### src/rtl/bru_pkg.sv
// Package for the bitmap row union accumulator.
// Holds sizes, the row tag type and the tag controller status struct.
// No dependencies.
package bru_pkg;

    localparam int NUM_COLS = 4096;
    localparam int COL_W    = 12;
    localparam int ADDR_W   = $clog2(NUM_COLS);
    localparam int TAG_W    = 16;

    typedef logic [TAG_W-1:0]  t_tag;
    typedef logic [ADDR_W-1:0] t_addr;
    typedef logic [COL_W-1:0]  t_col;

    // Tag zero is what the clearing pass writes, so live rows use 1 to TAG_MAX.
    localparam t_tag TAG_CLEAR = '0;
    localparam t_tag TAG_FIRST = t_tag'(1);
    localparam t_tag TAG_MAX   = '1;
    localparam t_addr ADDR_LAST = t_addr'(NUM_COLS - 1);

    typedef struct packed {
        logic  clearing;
        logic  wrap_next;
        t_tag  tag;
        t_addr clr_addr;
    } t_tag_status;

endpackage

### src/rtl/bru_tag_ctrl.sv
// Row tag controller: holds the tag of the open row and runs the clearing pass.
// Depends on bru_pkg.
module bru_tag_ctrl
    import bru_pkg::*;
(
    input  logic        i_clk,
    input  logic        i_rst_n,
    input  logic        i_row_close,
    output t_tag_status o_status
);

    logic  r_clearing, n_clearing;
    t_tag  r_tag, n_tag;
    t_addr r_clr_addr, n_clr_addr;

    always_comb begin
        n_clearing = r_clearing;
        n_tag      = r_tag;
        n_clr_addr = r_clr_addr;
        if (r_clearing) begin
            n_clr_addr = r_clr_addr + t_addr'(1);
            if (r_clr_addr == ADDR_LAST) begin
                n_clearing = 1'b0;
            end
        end else if (i_row_close) begin
            // Once the tags run out, old tags in memory could alias a new row,
            // so the whole memory is swept back to the clear tag.
            if (r_tag == TAG_MAX) begin
                n_clearing = 1'b1;
                n_clr_addr = '0;
                n_tag      = TAG_FIRST;
            end else begin
                n_tag = r_tag + t_tag'(1);
            end
        end
    end

    always_ff @(posedge i_clk) begin
        if (!i_rst_n) begin
            r_clearing <= 1'b1;
            r_tag      <= TAG_FIRST;
            r_clr_addr <= '0;
        end else begin
            r_clearing <= n_clearing;
            r_tag      <= n_tag;
            r_clr_addr <= n_clr_addr;
        end
    end

    assign o_status.clearing  = r_clearing;
    assign o_status.wrap_next = (r_tag == TAG_MAX);
    assign o_status.tag       = r_tag;
    assign o_status.clr_addr  = r_clr_addr;

endmodule

### config.mk
export PLATFORM = sky130hd
export DESIGN_NAME = bru_tag_ctrl
export DESIGN_NICKNAME = d
export VERILOG_FILES = /design/src/rtl/bru_pkg.sv /design/src/rtl/bru_tag_ctrl.sv
export SDC_FILE = /design/constraint.sdc
export NUM_CORES = 1
export LEC_CHECK = 0
export BUFFER_PORTS_ARGS = -buffer_cell sky130_fd_sc_hd__buf_2
export CORE_MARGIN = 3
export CORE_UTILIZATION = 40
export CTS_CLUSTER_SIZE = 14
export DETAILED_ROUTE_END_ITERATION = 12
export GPL_ROUTABILITY_DRIVEN = 0
export PLACE_DENSITY = 0.63
export SLEW_MARGIN = 10
export SYNTH_ARGS = -nofsm -noshare
export SYNTH_HDL_FRONTEND = slang
export SYNTH_SLANG_ARGS = --single-unit
### constraint.sdc
create_clock -name i_clk -period 2.6 [get_ports i_clk]
set_input_delay 0.39 -clock i_clk [delete_from_list [all_inputs] [get_ports i_clk]]
set_output_delay 0.39 -clock i_clk [all_outputs]
set_load 0.01 [all_outputs]
== After elaboration in Yosys (flattened, before gate mapping) ==
Index checks and enable logic that the tools add are counted.
Storage, ports and cells
  register bits: 29
  input port bits: 3
  output and inout port bits: 30
  word-level logic and storage cells: 20
Cells by class
  $add $sub $neg: 2
  equal/unequal tests: 2
  muxes and demuxes: 8
  bitwise logic cells: 1
  reductions and logical operators: 4
Operators by type and width (number)
  2-to-1 mux 12 bit: 3
  adder 16 x 1 -> 16 bit (second input constant): 1
  equality test 16 bit (second input constant): 1
  2-to-1 mux 16 bit: 1
  adder 12 x 1 -> 12 bit (second input constant): 1
  equality test 12 bit (second input constant): 1
  2-to-1 mux 1 bit: 4
  AND reduction 2 bit: 2
  nonzero test 2 bit: 2
  NOT 1 bit: 1

== Longest topological paths before layout ==
Gate-level depths: netlist of the first run.
  word-level depth: 4
  mapped depth: 7
  mapped depth without buffers: 6

== Worst setup path before layout of the first run ==
No wires, ideal clock.
  path kind: register to register
  start point: register r_tag[0]
  end point: register r_clr_addr[2]
  setup time: 0.140 ns
  arrival time: 1.778 ns
  required time: 2.460 ns
  slack: 0.682 ns
  cell stages (with the launch flop): 8
  clock period less this slack: 1.918 ns
  cells stage by stage: dfxtp_1 ha_1 nand3_1 or4_1 buf_2 inv_1 a21o_2 a311oi_1
RTL lines
  from (decl): line bru_tag_ctrl.sv:13  | t_tag r_tag, n_tag;
  from (signal assigned): line bru_tag_ctrl.sv:45  | r_tag <= n_tag;
  to (signal assigned): line bru_tag_ctrl.sv:46  | r_clr_addr <= n_clr_addr;
  to (decl): line bru_tag_ctrl.sv:14  | t_addr r_clr_addr, n_clr_addr;

==> results of run 1 <==
## path summary, 6_finish.rpt
path	start	end	slack, ps	cells after the start
setup / recovery	r_tag[1]$_SDFFE_PN0P_	o_status[28]	120	5
hold / removal	i_rst_n	r_tag[0]$_SDFFE_PN1P_	450	2
setup reg to reg	r_tag[1]$_SDFFE_PN0P_	r_clr_addr[9]$_SDFFE_PN0P_	410	5
hold reg to reg	r_clr_addr[11]$_SDFFE_PN0P_	r_clr_addr[11]$_SDFFE_PN0P_	520	2
## metrics by stage
step / hold slack, ps / power (mW) / setup slack (ps) / utilization (%) / instance area, sq um
finish: 450.1 / 0.8013 / 122.4 / 49.69 / 1684
global route: 464.0 / 0.8283 / 20.98 / 49.69 / 1684
CTS: 433.8 / 0.8095 / 125.5 / 49.69 / 1684
detailed placement: 502.0 / 0.4944 / 451.5 / 47.62 / 1614
global placement: 481.8 / 0.4922 / 520.9 / 47.62 / 1614
floorplan: 495.2 / 0.4834 / 682.4 / - / 1439
## cells in the final DEF (no fill, tap or decap), types with 2 or more instances in the layout
| cell | n |
|---|---|
| a21oi_1 | 5 |
| a311oi_1 | 2 |
| and3_1 | 5 |
| and3b_1 | 2 |
| and4_1 | 2 |
| buf_2 | 32 |
| clkbuf_4 | 5 |
| clkbuf_8 | 2 |
| dfxtp_1 | 29 |
| ha_1 | 2 |
| inv_1 | 4 |
| nand2_1 | 12 |
| nand2b_1 | 3 |
| nand3_1 | 16 |
| nand3b_1 | 3 |
| nand4_1 | 6 |
| nor2_1 | 18 |
| nor3_1 | 6 |
| nor4_1 | 5 |
| o21ai_0 | 7 |
| o31ai_1 | 2 |
| or4_1 | 2 |
| xnor2_1 | 11 |
| xor2_1 | 3 |
## layer usage
layer  GRT usage (%)  wire length (microns)  vias up
li1                -                      -      673
met1           20.75                   1531      659
met2           31.29                   1796       34
met3           5.442                    196        7
met4           6.091                     41        0
met5               0                      0        -
## sequential cells by signal, summed over array words and instances, names as in the netlist
signal and cells:
r_tag 16, r_clearing 1, r_clr_addr 12
## cell usage after synthesis (2+ instances only)
cell      instances
a21oi_1           5
a311oi_1          2
and3_1            5
and3b_1           2
and4_1            2
clkbuf_1          4
dfxtp_1          29
ha_1              2
inv_1             4
nand2_1          12
nand2b_1          3
nand3_1          16
nand3b_1          3
nand4_1           6
nor2_1           18
nor3_1            6
nor4_1            5
o21ai_0           7
o31ai_1           2
or4_1             2
xnor2_1          11
xor2_1            3
## logic make-up after synthesis
group | share of synthesized area (%)
muxes | 0.7826
DFF | 40.35
AOI/OAI and AO/OA | 12.61
xor gates and xnor gates | 8.522
and+or+nand+nor | 32.00
adders and majority gates | 1.739
buffers and inverters | 3.999
## power by group through the flow
stage	Clock, mW	Combinational, mW	Sequential (mW)
6_report	0.317	0.0296	0.455
5_1_grt	0.340	0.0323	0.456
4_1_cts	0.325	0.0298	0.454
3_5_place_dp	0	0.0296	0.465
3_3_place_gp	0	0.0279	0.464
2_1_floorplan	0	0.0185	0.465
## layout make-up
| type | instances | area, sq um | area share (%) |
|---|---|---|---|
| timing repair buffer | 32 | 160.2 | 9.510 |
| clock buffer | 7 | 65.06 | 3.863 |
| tap | 46 | 57.56 | 3.418 |
| inverter | 4 | 15.01 | 0.8915 |
| clock inverter | 1 | 5.005 | 0.2972 |
| multi-input combinational | 127 | 800.8 | 47.55 |
| sequential | 29 | 580.6 | 34.47 |
## worst max-delay path, cell delays in order, from the launching register on
cell and delay [ps]:
dfxtp_1 420, ha_1 200, nand3_1 200, or4_1 680, inv_1 130, buf_2 140
==> flow_summary.ini, run 1 <==
[clocking]
holdBufCountCts = 0
cts_buffer_depth = 2
htree_num_levels = 2
clk_pin_slew_worst_paths_ps = 90
worstSkewPairLatency_ps = 330
root_buffer = clkbuf_4
ctsResizeCount = 0
cts_setup_buffers = 0
tritoncts = yes
cts_made_buffers = 5
clkSinkCount = 29

[sta]
fmax_mhz = 403.6
clock_skew_ps = 14.16
finalSetupViolCount = 0
slew_headroom_pct = 51.61
rsz0062_at_grt = false
worst_pin_slew_ps = 724.8
fin_setup_tns_ps = 0
hold_violations = 0
fin_crit_sh_pct = 95.29
finalCriticalPeriod_ps = 2478
drv_slew = 0

[place]
dp.cells = 238
hpwl_microns = 2543
io_buffers = 32

[synthesis]
synth_area_leader_cell = dfxtp_1
yosysWarnings = 0
ys_seq_area_share_pct = 40.35
synth.avg_cell_area_sq_um = 8.565
synth_edf_count = 0
syn_area_sq_mm = 0.001439
synthFlopType = dfxtp_1
synth_seq_cells = 29
syn_inst = 168
ys_types = 41
async_flop_share_pct = 0
synthTopCellsByArea = dfxtp_1 (40%), xnor2_1 (6.7%), nand3_1 (5.6%)
netlist.area_leader.share_pct = 40.35
synth_nets = 173

[critical_path]
worstPathMaxFanout = 7
endpoint_kind = output port
critPathKind = flop to output port
critPathLaunchType = flop
cp.required_ps = 2210
cp.arrival_ps = 2090

[routing]
dr.pass1.iters = 4
drc = 0
wl_per_cell_microns = 14.50
antenna_left = 0
drt_iter0_markers = 69
vias_per_cell = 5.581
drt_wl_total_microns = 3566
num_vias = 1373

[die]
ios = 33
die_h_microns = 65.98
start_util_pct = 42.45
dieArea_sq_mm = 0.004353
design.core.area_sq_mm = 0.003390
rows = 21
die_w_microns = 65.98

[power]
intPower_mw = 0.6144
seqPwrFrac_pct = 56.7
p_clk_share_pct = 39.6
p_leak_nw = 0.6732
p_per_area_mw_per_mm2 = 475.8
netSwitchingPower_mw = 0.1869
switching_share_pct = 23.32
power_frac_comb_pct = 3.7
peakVddDrop_mv = 0.2615

[grt]
track_usage_pct = 17.96
grt_pass1_vias = 1336
overflow = 0
grt_max_degree = 24
grt_pass1_wl_microns = 6092
antenna_found_initial = 0

[min_path]
hold_class = input port to flop

[layout]
fill_cells = 348
fin_cells = 246
drive_gt1_share_pct = 23.00
diodes = 0
nets = 204
syn2layout_area_growth_pct = 17.04

[outcome]
status = complete, no violations

[flow_run]
cap_violations = 0
No activity file was read; power rests on OpenSTA's default activity.
==> run 2: changes to the inputs <==
Settings changed: BUFFER_PORTS_ARGS -buffer_cell sky130_fd_sc_hd__buf_2 to -buffer_cell sky130_fd_sc_hd__clkbuf_2.
==> run 2 against run 1 <==
- sequential power about the same
- worst hold slack better by 57 ps
- routed wire length down 0.42%
- combinational power about the same
- register-to-register slack better by 100 ps
- sequential share of layout area down 0.077 points
- core utilization up 0.11 points
- largest cell class unchanged
- non-clock buffer count unchanged
- highest routed layer unchanged
- flip-flop and latch count unchanged
- count of clock-buffer cells in the layout unchanged
- via count down 1.9%
==> flow_summary.ini, run 2 (synthesis gave the netlist of run 1 again) <==
[routing]
dr_wl_met3_microns = 182
highest_layer = met4
wl_per_cell_microns = 14.43
antenna_left = 0
wl_met2_microns = 1771
drt_iter0_markers = 55
vias_per_cell = 5.476
dr.pass1.iters = 4
drc = 0
wirelength_met1_microns = 1533
num_vias = 1347
drt_wl_total_microns = 3551

[grt]
grt_pass1_wl_microns = 5858
overflow = 0
antenna_found_initial = 0
grt_pass1_vias = 1247
grt_max_degree = 24
track_usage_pct = 17.90

[sta]
finalCriticalPeriod_ps = 2368
drv_slew = 0
worst_pin_slew_ps = 747.2
fin_setup_tns_ps = 0
finalSetupViolCount = 0
slew_headroom_pct = 50.12
clock_skew_ps = 5.430
rsz0062_at_grt = false
timing.final.ws_setup_ps = 231.8
fmax_mhz = 422.3
hold_violations = 0
fin_crit_sh_pct = 91.09

[min_path]
hold_depth = 2
holdPathEnd = r_tag[1]$_SDFFE_PN0P_
worstHoldStart = r_tag[1]$_SDFFE_PN0P_
hold_class = flop to flop

[die]
rows = 21
design.core.area_sq_mm = 0.003390
ios = 33
start_util_pct = 42.45
dieArea_sq_mm = 0.004353
die_h_microns = 65.98
die_w_microns = 65.98

[layout]
syn2layout_area_growth_pct = 17.30
drive_gt1_share_pct = 23.50
diodes = 0
layout_commonest_cell = clkbuf_2
top_regs = r_tag: 16 flops, r_clr_addr: 12 flops, r_clearing: 1 flops
nets = 204
max_flop_register = r_tag
final_cell_mix = clkbuf_2 (32), dfxtp_1 (29), nor2_1 (18), nand3_1 (16), nand2_1 (12)
fin_cells = 246
largest_reg_flops = 16

[critical_path]
r2r-start = r_tag[0]$_SDFFE_PN1P_
endpoint_kind = output port
critPathKind = flop to output port
crit_path_max_incr_delay_ps = 600
critPathLaunchType = flop
rr_endpoint = r_clr_addr[9]$_SDFFE_PN0P_
ff2ff_setup_slack_ps = 510
critical-path-top-delay-family = simple AND/OR/NAND/NOR gates
reg2reg_depth = 5
cp.arrival_ps = 1980
crit_chain = ha_1, nand3_1, or4_4, inv_1, clkbuf_2
crit_buf_inv = 2
cp.required_ps = 2210
slowest_stage = or4_4
worstPathMaxFanout = 7

[power]
peakVddDrop_mv = 0.2528
p_leak_nw = 0.6528
p_per_area_mw_per_mm2 = 476.5
power_mw = 0.8042

[clocking]
tritoncts = yes
cts_buffer_depth = 2
ctsResizeCount = 0
htree_num_levels = 2
cts_setup_buffers = 0
root_buffer = clkbuf_4
holdBufCountCts = 0
clk_pin_slew_worst_paths_ps = 90
cts_made_buffers = 5
worstSkewPairLatency_ps = 330
clkSinkCount = 29

[flow_run]
cap_violations = 0

[outcome]
status = complete, no violations

[place]
io_buffers = 32
pre_cts_slack_ps = 437.4
dp.cells = 238
hpwl_microns = 2531
==> run 2: changes by cell type in the layout (fill, tap and decap cells not counted), sizes merged <==
cell | before | now
buf | 32 | 0
clkbuf | 7 | 39
==> run 2: layer usage <==
| layer | track usage, % | vias up |
|---|---|---|
| met2 | 31.91 | 43 |
| met4 | 7.614 | 0 |
| li1 | - | 674 |
| met3 | 4.082 | 6 |
| met5 | 0 | - |
| met1 | 20.27 | 624 |
==> run 2: worst max path at each step <==
stage,start,to,slack [ps],depth (start not counted)
6_report,r_tag[0]$_SDFFE_PN1P_,o_status[28],230,5
3_5_place_dp,r_tag[0]$_SDFFE_PN1P_,r_clr_addr[9]$_SDFFE_PN0P_,440,5
2_1_floorplan,r_tag[0]$_SDFFE_PN1P_,r_clr_addr[2]$_SDFFE_PN0P_,680,7
4_1_cts,r_tag[0]$_SDFFE_PN1P_,o_status[28],130,5
5_1_grt,r_tag[0]$_SDFFE_PN1P_,o_status[28],90,5
3_3_place_gp,r_tag[0]$_SDFFE_PN1P_,r_clr_addr[9]$_SDFFE_PN0P_,520,5
==> run 2: layout make-up <==
| cell class | count | area (sq um) |
|---|---|---|
| fill | 331 | 1702 |
| tap | 46 | 57.56 |
| timing repair buffer | 32 | 160.2 |
| sequential | 29 | 580.6 |
| multi-input combinational | 127 | 804.5 |
| clock inverter | 1 | 5.005 |
| inverter | 4 | 15.01 |
| clock buffer | 7 | 65.06 |
==> run 2: metrics by stage <==
stage | hold slack, ps | util, % | cell area (sq um)
after floorplan | 495.2 | - | 1439
after global placement | 483.0 | 47.62 | 1614
after detailed placement | 494.8 | 47.62 | 1614
final | 507.1 | 49.80 | 1688
after global routing | 553.6 | 49.80 | 1688
after CTS | 507.5 | 49.69 | 1684
==> run 2: worst min-delay path: stages, from the launching register on <==
cell and delay, ps:
dfxtp_1 350, nand2_1 70, a21oi_1 50
==> run 2: where the power goes <==
| group | switching [mW] | internal [mW] | total, mW |
|---|---|---|---|
| clock | 0.164 | 0.157 | 0.321 |
| combinational | 0.0193 | 0.00998 | 0.0293 |
| sequential | 0.00657 | 0.448 | 0.454 |
| total | 0.190 | 0.614 | 0.804 |
